--- src/rtl/cnsp_pkg.sv ---
// Package: shared types, constants and helper functions for the cpio newc stream parser.
package cnsp_pkg;

  localparam int unsigned HDR_LEN    = 110;
  localparam int unsigned MAGIC_LEN  = 6;
  localparam int unsigned FSIZE_POS  = 54;
  localparam int unsigned NSIZE_POS  = 94;
  localparam int unsigned HEX_DIGITS = 8;
  localparam int unsigned TRL_LEN    = 10;

  localparam logic [7:0] MAGIC_TEXT [MAGIC_LEN] = '{8'h30, 8'h37, 8'h30, 8'h37, 8'h30, 8'h31};
  localparam logic [7:0] TRAILER_TEXT [TRL_LEN] = '{
    8'h54, 8'h52, 8'h41, 8'h49, 8'h4C, 8'h45, 8'h52, 8'h21, 8'h21, 8'h21
  };

  typedef enum logic [2:0] {
    PH_HEADER  = 3'd0,
    PH_NAME    = 3'd1,
    PH_NAMEPAD = 3'd2,
    PH_DATA    = 3'd3,
    PH_DATAPAD = 3'd4,
    PH_STOP    = 3'd5
  } phase_t;

  typedef enum logic [1:0] {
    KIND_ENTRY     = 2'd0,
    KIND_NAME      = 2'd1,
    KIND_DATA      = 2'd2,
    KIND_BAD_MAGIC = 2'd3
  } kind_t;

  typedef struct packed {
    logic        valid;
    kind_t       kind;
    logic [7:0]  byte_value;
    logic [31:0] file_size;
    logic [31:0] name_size;
    logic        last_of_run;
    logic        is_trailer;
  } result_t;

  function automatic logic [3:0] hex_value(input logic [7:0] b);
    logic [3:0] v;
    v = 4'd0;
    if (b >= 8'h30 && b <= 8'h39) v = 4'(b - 8'h30);
    else if (b >= 8'h41 && b <= 8'h46) v = 4'(b - 8'h37);
    else if (b >= 8'h61 && b <= 8'h66) v = 4'(b - 8'h57);
    return v;
  endfunction

  // (4 - ((HDR_LEN + n) & 3)) & 3
  function automatic logic [1:0] name_pad(input logic [31:0] nl);
    logic [1:0] s;
    s = nl[1:0] + 2'(HDR_LEN % 4);
    return 2'd0 - s;
  endfunction

  function automatic logic [1:0] data_pad(input logic [31:0] dl);
    return 2'd0 - dl[1:0];
  endfunction

  // Skip phases of zero length, starting at the given phase.
  function automatic phase_t skip_empty(input phase_t ph, input logic [31:0] nl,
                                        input logic [31:0] dl);
    phase_t p;
    p = ph;
    if (p == PH_NAME && nl == 32'd0) p = PH_NAMEPAD;
    if (p == PH_NAMEPAD && name_pad(nl) == 2'd0) p = PH_DATA;
    if (p == PH_DATA && dl == 32'd0) p = PH_DATAPAD;
    if (p == PH_DATAPAD && data_pad(dl) == 2'd0) p = PH_HEADER;
    return p;
  endfunction

endpackage

--- src/rtl/cnsp_parse_core.sv ---
// Parser state machine: record phase, byte counter, decoded sizes and trailer match.
module cnsp_parse_core (
  input  logic                  clk,
  input  logic                  rst,
  input  logic                  step_en,
  input  logic [7:0]            step_byte,
  output cnsp_pkg::result_t     result
);

  cnsp_pkg::phase_t phase, phase_next;
  logic [31:0] position_count, position_count_next;
  logic [31:0] name_length, name_length_next;
  logic [31:0] data_length, data_length_next;
  logic        trailer_match, trailer_match_next;

  logic        in_magic, magic_bad, in_fsize, in_nsize, hdr_last;
  logic [31:0] hdr_dl, hdr_nl, dl_base, nl_base, pos_inc;
  logic [3:0]  digit;
  logic        tm_now, name_last, data_last, is_trl;
  logic        namepad_done, datapad_done;

  assign pos_inc   = position_count + 32'd1;
  assign digit     = cnsp_pkg::hex_value(step_byte);
  assign in_magic  = position_count < 32'(cnsp_pkg::MAGIC_LEN);
  assign magic_bad = in_magic && (step_byte != cnsp_pkg::MAGIC_TEXT[position_count[2:0]]);
  assign in_fsize  = position_count >= 32'(cnsp_pkg::FSIZE_POS) &&
                     position_count < 32'(cnsp_pkg::FSIZE_POS + cnsp_pkg::HEX_DIGITS);
  assign in_nsize  = position_count >= 32'(cnsp_pkg::NSIZE_POS) &&
                     position_count < 32'(cnsp_pkg::NSIZE_POS + cnsp_pkg::HEX_DIGITS);
  assign hdr_last  = position_count == 32'(cnsp_pkg::HDR_LEN - 1);

  // Clear the sizes at the first header byte of each entry.
  assign dl_base = (position_count == 32'd0) ? 32'd0 : data_length;
  assign nl_base = (position_count == 32'd0) ? 32'd0 : name_length;
  assign hdr_dl  = in_fsize ? {dl_base[27:0], digit} : dl_base;
  assign hdr_nl  = in_nsize ? {nl_base[27:0], digit} : nl_base;

  always_comb begin
    tm_now = trailer_match;
    if (position_count < 32'(cnsp_pkg::TRL_LEN)) begin
      if (step_byte != cnsp_pkg::TRAILER_TEXT[position_count[3:0]]) tm_now = 1'b0;
    end else if (position_count == 32'(cnsp_pkg::TRL_LEN)) begin
      if (step_byte != 8'd0) tm_now = 1'b0;
    end
  end

  assign name_last    = position_count == name_length - 32'd1;
  assign data_last    = position_count == data_length - 32'd1;
  assign is_trl       = tm_now && (name_length > 32'(cnsp_pkg::TRL_LEN));
  assign namepad_done = ({1'b0, position_count[1:0]} + 3'd1) >=
                        {1'b0, cnsp_pkg::name_pad(name_length)};
  assign datapad_done = ({1'b0, position_count[1:0]} + 3'd1) >=
                        {1'b0, cnsp_pkg::data_pad(data_length)};

  // Next state
  always_comb begin
    phase_next          = phase;
    position_count_next = position_count;
    name_length_next    = name_length;
    data_length_next    = data_length;
    trailer_match_next  = trailer_match;
    if (step_en) begin
      unique case (phase)
        cnsp_pkg::PH_HEADER: begin
          name_length_next = hdr_nl;
          data_length_next = hdr_dl;
          if (magic_bad) begin
            phase_next = cnsp_pkg::PH_STOP;
          end else if (hdr_last) begin
            phase_next          = cnsp_pkg::skip_empty(cnsp_pkg::PH_NAME, hdr_nl, hdr_dl);
            position_count_next = 32'd0;
            trailer_match_next  = 1'b1;
          end else begin
            position_count_next = pos_inc;
          end
        end
        cnsp_pkg::PH_NAME: begin
          trailer_match_next  = tm_now;
          position_count_next = pos_inc;
          if (name_last) begin
            if (is_trl) begin
              phase_next = cnsp_pkg::PH_STOP;
            end else begin
              phase_next = cnsp_pkg::skip_empty(cnsp_pkg::PH_NAMEPAD, name_length,
                                                data_length);
              position_count_next = 32'd0;
            end
          end
        end
        cnsp_pkg::PH_NAMEPAD: begin
          position_count_next = pos_inc;
          if (namepad_done) begin
            phase_next = cnsp_pkg::skip_empty(cnsp_pkg::PH_DATA, name_length, data_length);
            position_count_next = 32'd0;
          end
        end
        cnsp_pkg::PH_DATA: begin
          position_count_next = pos_inc;
          if (data_last) begin
            phase_next = cnsp_pkg::skip_empty(cnsp_pkg::PH_DATAPAD, name_length,
                                              data_length);
            position_count_next = 32'd0;
          end
        end
        cnsp_pkg::PH_DATAPAD: begin
          position_count_next = pos_inc;
          if (datapad_done) begin
            phase_next          = cnsp_pkg::PH_HEADER;
            position_count_next = 32'd0;
          end
        end
        cnsp_pkg::PH_STOP: begin
          phase_next = cnsp_pkg::PH_STOP;
        end
        default: begin
          phase_next = cnsp_pkg::PH_STOP;
        end
      endcase
    end
  end

  // Outputs
  always_comb begin
    result = '0;
    if (step_en) begin
      unique case (phase)
        cnsp_pkg::PH_HEADER: begin
          if (magic_bad) begin
            result.valid = 1'b1;
            result.kind  = cnsp_pkg::KIND_BAD_MAGIC;
          end else if (hdr_last) begin
            result.valid     = 1'b1;
            result.kind      = cnsp_pkg::KIND_ENTRY;
            result.file_size = hdr_dl;
            result.name_size = hdr_nl;
          end
        end
        cnsp_pkg::PH_NAME: begin
          result.valid       = 1'b1;
          result.kind        = cnsp_pkg::KIND_NAME;
          result.byte_value  = step_byte;
          result.file_size   = data_length;
          result.name_size   = name_length;
          result.last_of_run = name_last;
          result.is_trailer  = name_last && is_trl;
        end
        cnsp_pkg::PH_DATA: begin
          result.valid       = 1'b1;
          result.kind        = cnsp_pkg::KIND_DATA;
          result.byte_value  = step_byte;
          result.file_size   = data_length;
          result.name_size   = name_length;
          result.last_of_run = data_last;
        end
        cnsp_pkg::PH_NAMEPAD, cnsp_pkg::PH_DATAPAD, cnsp_pkg::PH_STOP: begin
          result.valid = 1'b0;
        end
        default: begin
          result.valid = 1'b0;
        end
      endcase
    end
  end

  always_ff @(posedge clk) begin
    if (rst) begin
      phase          <= cnsp_pkg::PH_HEADER;
      position_count <= 32'd0;
      name_length    <= 32'd0;
      data_length    <= 32'd0;
      trailer_match  <= 1'b1;
    end else begin
      phase          <= phase_next;
      position_count <= position_count_next;
      name_length    <= name_length_next;
      data_length    <= data_length_next;
      trailer_match  <= trailer_match_next;
    end
  end

endmodule

--- src/rtl/cpio_newc_stream_parser_unit.sv ---
// Top level: input register, parser core and result register of the cpio newc stream parser.
//
//  channel | handshake            | payload
//  --------+----------------------+-------------------------------------------------
//  in      | in_valid / in_stall  | archive_byte
//  out     | out_valid / out_stall| result_kind, byte_value, entry_file_size,
//          |                      | entry_name_size, last_of_run, is_trailer
//
// One byte is taken every cycle while in_valid is high and in_stall is low; it passes through the
// input register and then the result register, and out_valid rises for each byte that gives a result.
// The parser state advances once per byte in a single pass between the input register
// and the result register, so the rate is one byte per cycle while out_stall holds no result.
// Reset (synchronous, rst high) returns the parser to the start of a header.
// A held result under out_stall holds the byte in the input register, and in_stall
// rises only while both registers are full.
module cpio_newc_stream_parser_unit (
  input  logic        clk,
  input  logic        rst,
  input  logic        in_valid,
  output logic        in_stall,
  input  logic [7:0]  archive_byte,
  output logic        out_valid,
  input  logic        out_stall,
  output logic [1:0]  result_kind,
  output logic [7:0]  byte_value,
  output logic [31:0] entry_file_size,
  output logic [31:0] entry_name_size,
  output logic        last_of_run,
  output logic        is_trailer
);

  logic              in_full;
  logic [7:0]        in_byte;
  logic              slot_free, step_en, in_take;
  cnsp_pkg::result_t res;

  assign slot_free = !out_valid || !out_stall;
  assign step_en   = in_full && slot_free;
  assign in_stall  = in_full && !slot_free;
  assign in_take   = in_valid && !in_stall;

  cnsp_parse_core u_core (
    .clk       (clk),
    .rst       (rst),
    .step_en   (step_en),
    .step_byte (in_byte),
    .result    (res)
  );

  always_ff @(posedge clk) begin
    if (rst) begin
      in_full <= 1'b0;
    end else if (in_take) begin
      in_full <= 1'b1;
    end else if (step_en) begin
      in_full <= 1'b0;
    end
  end

  always_ff @(posedge clk) begin
    if (in_take) begin
      in_byte <= archive_byte;
    end
  end

  always_ff @(posedge clk) begin
    if (rst) begin
      out_valid <= 1'b0;
    end else if (slot_free) begin
      out_valid <= res.valid;
    end
  end

  // Load payload only with a new result; hold it while stalled.
  always_ff @(posedge clk) begin
    if (slot_free && res.valid) begin
      result_kind     <= res.kind;
      byte_value      <= res.byte_value;
      entry_file_size <= res.file_size;
      entry_name_size <= res.name_size;
      last_of_run     <= res.last_of_run;
      is_trailer      <= res.is_trailer;
    end
  end

endmodule
--- config.mk ---
export PLATFORM = sky130hd
export DESIGN_NAME = cpio_newc_stream_parser_unit
export DESIGN_NICKNAME = d
export VERILOG_FILES = /design/src/rtl/cnsp_pkg.sv /design/src/rtl/cnsp_parse_core.sv /design/src/rtl/cpio_newc_stream_parser_unit.sv
export SDC_FILE = /design/constraint.sdc
export NUM_CORES = 1
export LEC_CHECK = 0
export ABC_AREA = 1
export BUFFER_PORTS_ARGS = -buffer_cell sky130_fd_sc_hd__buf_2
export CAP_MARGIN = 20
export CELL_PAD_IN_SITES_DETAIL_PLACEMENT = 2
export CELL_PAD_IN_SITES_GLOBAL_PLACEMENT = 2
export CORE_ASPECT_RATIO = 0.7
export CORE_MARGIN = 5
export CORE_UTILIZATION = 32
export CTS_CLUSTER_DIAMETER = 60
export CTS_CLUSTER_SIZE = 25
export DETAILED_ROUTE_END_ITERATION = 10
export PLACE_DENSITY_LB_ADDON = 0.1
export SLEW_MARGIN = 10
export SYNTH_ARGS = -nofsm -noshare
export SYNTH_HDL_FRONTEND = slang
export SYNTH_SLANG_ARGS = --single-unit
--- constraint.sdc ---
create_clock -name clk -period 3.3 [get_ports clk]
set_input_delay 0 -clock clk [delete_from_list [all_inputs] [get_ports clk]]
set_output_delay 0 -clock clk [all_outputs]
set_load 0.02 [all_outputs]
==> run metrics, run 1 <==
max incr delay on CP 0.39 ns; Hold Vio Cnt, Final 0; CP Buf/Inv Count 1; Static Leak 0.006945 uW; Placed Cells 2542; Worst setup EP type flip-flop; post-place setup slack 0.05475 ns; Crit Path Max Fanout 14; worst setup margin 0.1622 ns; io pins 90; Reg clk slew, reported paths 0.08 ns; number of synthesis warnings 0; DIE WIDTH 252.8 um; number of buffers inserted by port buffering 89; core area 0.04088 mm^2; nets 2062; Core Rows 62; CTS root buf clkbuf_16; Req. time, crit path 3.61 ns; first-pass GRT wire length 86900 um; Setup TNS Final 0 ns; Max Clock Freq 0.3187 GHz; startpoint types flip-flop; final core utilization 0.3709; Worst Hold Class in -> reg; clk sinks 186; Overflow after GRT 0; worst r2r src u_core.name_length[2]; routability cong. 0.9043; crit path cell chain nor2_1, nand2_1, nor2_1, nand2_1, nor2_1, xor2_1, nand3_1, nor2_1, nand3_1, nand2_2, nand4_4, buf_12, nand3_1, a21oi_1; critical path arrival 3.45 ns; synthesized area 0.01320 mm^2; part of the cycle the worst path needs 0.9509; maximum VDD drop 0.7601 mV; WP depth 14; Slew @ Worst Pin 0.7650 ns; Post-synth EDFFs 84; post-route ant nets 0; Total Power 15670 uW; post-DP HPWL 42830 um; total track usage 0.2418; Most used DFF post-synth dfxtp_1; post-synthesis instance total 1933; DR vias 13676; vias in the first global route 14466; MaxCap Viol Count 0; r2r setup slk 0.16 ns; reg2reg end u_core.position_count[10]; max-slew violations 0; H-tree levels 4; Slowest-stage cell, CP dfxtp_1; synthesis-stage register bit count 186; fin crit period 3.138 ns; relative slew slack 0.4894; Iteration-0 DRC Markers 860; CP top delay family simple AND/OR/NAND/NOR gates; average size of a mapped cell 6.829 um^2; antenna violations before repair 0; Initial Util 0.3229; sequential share of the synthesized area 0.3458; most frequent cells in the layout nand2_1, nor2_1, inv_1, nand3_1, o21ai_0; syn nets 1963; Final Setup Violations 0; Max Clock Skew 0.01302 ns; outcome finished clean; commonest non-fill, non-tap cell in the layout nand2_1; largest net degree at the start of global routing 77; WL per Instance 21.64 um; Clock Latency Late Sink 0.46 ns; ys async rst share 0; ANT cells 0; # DRC 0; CTS tree built; Synth cell types 54; R2R depth 14; area grow syn2layout 14.86%; Max clock buf depth 2; number of buffers created by CTS 17; Die H 179.9 um; Setup crit start u_core.name_length[2]; ratio of cells with drive above 1 in the final layout 0.1408; CP dominant cell by count nor2_1; drt pass-1 iters 5; final cell count without fillers 2589; power density over cell area 1034 mW/mm^2; die area 0.04548 mm^2; via density per instance 5.282; total routed wirelength 56020 um; Setup Crit Path Kind reg -> reg; Setup crit end u_core.position_count[10]
-- worst reg2reg max path, cell delays in order, from the launching register on --
cell and delay (ns):
dfxtp_1 0.39, nor2_1 0.20, nand2_1 0.23, nor2_1 0.23, nand2_1 0.22, nor2_1 0.22
xor2_1 0.32, nand3_1 0.13, nor2_1 0.17, nand3_1 0.15, nand2_2 0.14, nand4_4 0.21
buf_12 0.25, nand3_1 0.08, a21oi_1 0.07
-- what timing repair did --
action,4_1_cts,5_1_grt
pin swaps,0,1
setup endpoints to repair,1,110
hold endpoints to repair,10,0
hold buffers,11,0
gates cloned,0,2
setup buffers,0,2
resized for setup,1,19
-- layer usage --
layer	GRT usage	part of all wire	vias up
met4	0.03799	0.011	0
met2	0.3693	0.43	248
met1	0.3706	0.51	6916
met3	0.03135	0.040	32
li1	-	-	6480
met5	0	0	-
-- cells in the mapped netlist, types with 2 or more instances --
cell type | instances | share of area
and2_1 | 2 | 0.00095
nand3b_1 | 7 | 0.0040
buf_1 | 6 | 0.0017
inv_2 | 13 | 0.0037
xnor3_1 | 4 | 0.0068
nor3_1 | 36 | 0.014
buf_6 | 13 | 0.011
nor2_1 | 237 | 0.067
buf_2 | 16 | 0.0061
dfxtp_1 | 102 | 0.15
fa_1 | 2 | 0.0030
nand2_2 | 13 | 0.0062
nand4_1 | 36 | 0.017
edfxtp_1 | 84 | 0.19
nor2_4 | 9 | 0.0077
nand3_2 | 12 | 0.0091
o22ai_1 | 37 | 0.018
a21oi_1 | 90 | 0.034
clkbuf_1 | 46 | 0.013
inv_1 | 228 | 0.065
xnor2_1 | 22 | 0.015
nand3_1 | 125 | 0.047
clkinv_1 | 7 | 0.0020
nor2_2 | 5 | 0.0024
o211ai_1 | 44 | 0.025
o21ai_0 | 110 | 0.042
or2_2 | 5 | 0.0024
nand2_1 | 487 | 0.14
o21ai_2 | 2 | 0.0013
xor2_1 | 64 | 0.042
buf_4 | 16 | 0.0091
o21ai_1 | 9 | 0.0034
nor4_1 | 3 | 0.0014
nand4_4 | 2 | 0.0032
ha_1 | 16 | 0.015
o21bai_1 | 2 | 0.0011
nor3_2 | 4 | 0.0030
-- state kept, by name, indices dropped and copies added, names as in the netlist --
signal / flops
byte_value: 8
entry_file_size: 32
entry_name_size: 32
in_byte: 8
in_full: 1
is_trailer: 1
last_of_run: 1
out_valid: 1
result_kind: 2
u_core.data_length: 32
u_core.name_length: 32
u_core.phase: 3
u_core.position_count: 32
u_core.trailer_match: 1
-- how the worst min path moves through the flow --
stage / to / cells past startpoint / from
after floorplan: in_byte[0] / 0 / archive_byte[0]
after global placement: in_byte[4] / 1 / archive_byte[4]
after detailed placement: in_byte[4] / 1 / archive_byte[4]
after CTS: u_core.phase[1] / 3 / rst
after global routing: u_core.phase[1] / 3 / rst
final: u_core.phase[1] / 3 / rst
-- kinds of logic (layout without fill, tap and decap cells) --
family	after synthesis	after routing	share of synthesized area
fa+ha+maj	18	18	0.01820
compound gates	303	303	0.1302
xor+xnor	91	91	0.06569
flops	186	186	0.3458
buf+inv	347	459	0.1124
simple gates	988	988	0.3277
-- metrics by stage --
step           cell area, um^2  hold WS, ns
5_1_grt                  15160       0.1753
3_3_place_gp             14390       0.1761
2_1_floorplan            13200      0.09887
6_report                 15160       0.1825
4_1_cts                  15070       0.1697
3_5_place_dp             14390       0.1783
-- power breakdown --
group          total (uW)  internal, uW  switching, uW  leakage (uW)
Sequential           3660          3100            560       0.00164
Clock                2130          1020           1110      0.000274
Combinational        9880          2790           7090       0.00504
-- final cells by class --
cell class	instances	area [um^2]
clock buffer	18	439.2
clock inverter	14	127.6
fill	4852	25720
inverter	250	949.7
multi-input combinational	1400	7197
sequential	186	4576
tap	544	680.7
timing repair buffer	177	1192
No activity file was read; power rests on OpenSTA's default activity.
==> run 2: changes to the inputs <==
--- a/config.mk
+++ b/config.mk
@@ -10,7 +10,6 @@
 export CAP_MARGIN = 20
 export CELL_PAD_IN_SITES_DETAIL_PLACEMENT = 2
 export CELL_PAD_IN_SITES_GLOBAL_PLACEMENT = 2
-export CORE_ASPECT_RATIO = 0.7
 export CORE_MARGIN = 5
 export CORE_UTILIZATION = 32
 export CTS_CLUSTER_DIAMETER = 60
==> run 2 against run 1 <==
  * Clock-buffer cell count decreased by 1
  * Worst setup slack improved by 0.069 ns
  * Flip-flop and latch count unchanged
  * Core utilization about the same
  * Sequential power about the same
  * Critical path type unchanged
  * Critical path depth increased by 1
  * Sequential share of layout area about the same
  * Total power decreased by 3.5%
  * Highest routed layer unchanged
  * Combinational power decreased by 6.4%
  * Global-route usage increased by 0.39 points
  * Largest cell class unchanged
==> run metrics, run 2 (synthesis results as in run 1) <==
Internal 6888 uW (was 6916 uW); area grow syn2layout 14.67% (was 14.86%); ratio of cells with drive above 1 in the final layout 0.1403 (was 0.1408); Placed Cells 2531 (was 2542); clk sinks 186 (unchanged); Setup TNS Final 0 ns (unchanged); switching share of power 0.5445 (was 0.5587); outcome finished clean (unchanged); post-place setup slack -0.03741 ns (was 0.05475 ns); Overflow after GRT 0 (unchanged); Worst Hold Class in -> reg (unchanged); worst setup margin 0.2312 ns (was 0.1622 ns); Comb pwr share 0.612 (was 0.630); Clock power frac 0.145 (was 0.136); worst r2r src u_core.data_length[5] (was u_core.name_length[2]); fin crit period 3.069 ns (was 3.138 ns); routability cong. 0.8764 (was 0.9043); commonest non-fill, non-tap cell in the layout nand2_1 (unchanged); CTS tree built (unchanged); Initial Util 0.3233 (was 0.3229); Setup Crit Path Kind reg -> reg (unchanged); Reg clk slew, reported paths 0.07 ns (was 0.08 ns); DR vias 13502 (was 13676); Iteration-0 DRC Markers 801 (was 860); Die H 213.1 um (was 179.9 um); Crit Path Max Fanout 32 (was 14); Worst setup EP type flip-flop (unchanged); Slew @ Worst Pin 1.028 ns (was 0.7650 ns); final cell count without fillers 2578 (was 2589); r2r setup slk 0.23 ns (was 0.16 ns); Flop pwr share 0.244 (was 0.234); post-DP HPWL 42660 um (was 42830 um); Switch Pwr 8236 uW (was 8757 uW); relative slew slack 0.3145 (was 0.4894); H-tree levels 4 (unchanged); number of buffers created by CTS 17 (unchanged); reg2reg end u_core.position_count[11] (was u_core.position_count[10]); max-slew violations 0 (unchanged); vias in the first global route 14620 (was 14466); Max Clock Freq 0.3259 GHz (was 0.3187 GHz); power density over cell area 999.1 mW/mm^2 (was 1034 mW/mm^2); Clock Latency Late Sink 0.51 ns (was 0.46 ns); via density per instance 5.237 (was 5.282); Setup crit start u_core.data_length[5] (was u_core.name_length[2]); design area 0.01514 mm^2 (was 0.01516 mm^2); startpoint types flip-flop (unchanged); drt pass-1 iters 7 (was 5); Hold Vio Cnt, Final 0 (unchanged); core area 0.04083 mm^2 (was 0.04088 mm^2); part of the cycle the worst path needs 0.9299 (was 0.9509); critical path arrival 3.43 ns (was 3.45 ns); nets 2062 (unchanged); R2R depth 15 (was 14); Req. time, crit path 3.66 ns (was 3.61 ns); Max Clock Skew 0.01986 ns (was 0.01302 ns); Post-DP Area 0.01437 mm^2 (was 0.01439 mm^2); largest net degree at the start of global routing 65 (was 77); MaxCap Viol Count 0 (unchanged); maximum VDD drop 0.7751 mV (was 0.7601 mV); io pins 90 (unchanged); total routed wirelength 54640 um (was 56020 um); most frequent cells in the layout nand2_1, nor2_1, inv_1, nand3_1, o21ai_0 (unchanged); Static Leak 0.006961 uW (was 0.006945 uW); WL per Instance 21.20 um (was 21.64 um); number of buffers inserted by port buffering 89 (unchanged); Total Power 15120 uW (was 15670 uW); CTS root buf clkbuf_16 (unchanged); Core Rows 74 (was 62); Setup crit end u_core.position_count[11] (was u_core.position_count[10]); die area 0.04541 mm^2 (was 0.04548 mm^2); DIE WIDTH 213.1 um (was 252.8 um); antenna violations before repair 1 (was 0); post-route ant nets 0 (unchanged); Max clock buf depth 2 (unchanged); total track usage 0.2457 (was 0.2418); Final Setup Violations 0 (unchanged); # DRC 0 (unchanged); first-pass GRT wire length 85860 um (was 86900 um)
==> run 2: cell count changes in the layout (fill, tap and decap cells not counted), sizes merged <==
cell,delta
bufinv,+2
clkbuf,-2
clkinv,-2
diode,+1
inv,+1
nor2,+1
==> run 2: how the worst min path moves through the flow <==
| stage | startpoint | to | slack [ns] | cells past startpoint |
|---|---|---|---|---|
| 2_1_floorplan | archive_byte[0] | in_byte[0] | 0.1 | 0 |
| 3_3_place_gp | archive_byte[0] | in_byte[0] | 0.18 | 1 |
| 3_5_place_dp | archive_byte[1] | in_byte[1] | 0.18 | 1 |
| 4_1_cts | rst | u_core.phase[1] | 0.10 | 3 |
| 5_1_grt | rst | u_core.phase[1] | 0.15 | 3 |
| 6_report | rst | u_core.phase[1] | 0.14 | 3 |
==> run 2: layout make-up <==
type	instances	area, um^2
clock buffer	17	425.4
multi-input combinational	1401	7208
tap	532	665.6
timing repair buffer	176	1151
antenna	1	2.502
clock inverter	15	158.9
inverter	250	949.7
sequential	186	4576
fill	4939	25690
==> run 2: layer usage <==
layer	share of wire	global-route usage	wire length, um	up-vias
met1	0.49	0.3383	26550	6783
met4	0.020	0.07349	1080	0
li1	-	-	-	6483
met5	0	0	0	-
met2	0.46	0.4010	25360	185
met3	0.030	0.03614	1655	51
==> run 2: worst max-delay path, stage by stage (launching register included) <==
cell	delay [ns]
dfxtp_1	0.33
buf_4	0.16
nor2_1	0.21
nand2_1	0.13
nor2_4	0.22
nand2_1	0.20
nor2_1	0.18
xor2_1	0.22
nor2_1	0.06
nor2_1	0.27
nand3_1	0.26
nand2_2	0.17
nand4_4	0.09
buf_12	0.20
nand3_1	0.11
a21oi_1	0.07
==> run 2: repair_timing <==
action,in CTS,in global routing
pin swaps,0,1
gates resized for setup,2,16
setup buffers,0,2
gates cloned,0,1
hold buffers,11,0
endpoints found under the hold margin,10,0
endpoints found under the setup margin,1,69
==> run 2: power by group through the flow <==
stage / Combinational, uW / Clock, uW / Sequential [uW]
finish: 9250 / 2190 / 3690
global route: 10200 / 2340 / 3750
CTS: 9190 / 2260 / 3680
detailed placement: 9110 / 0 / 3730
global placement: 8850 / 0 / 3690
floorplan: 5790 / 0 / 3870
==> run 2: through the flow <==
step | util | hold WS [ns]
finish | 0.3707 | 0.1351
global route | 0.3707 | 0.1497
CTS | 0.3690 | 0.1015
detailed placement | 0.3520 | 0.1787
global placement | 0.3520 | 0.1764
floorplan | - | 0.09887
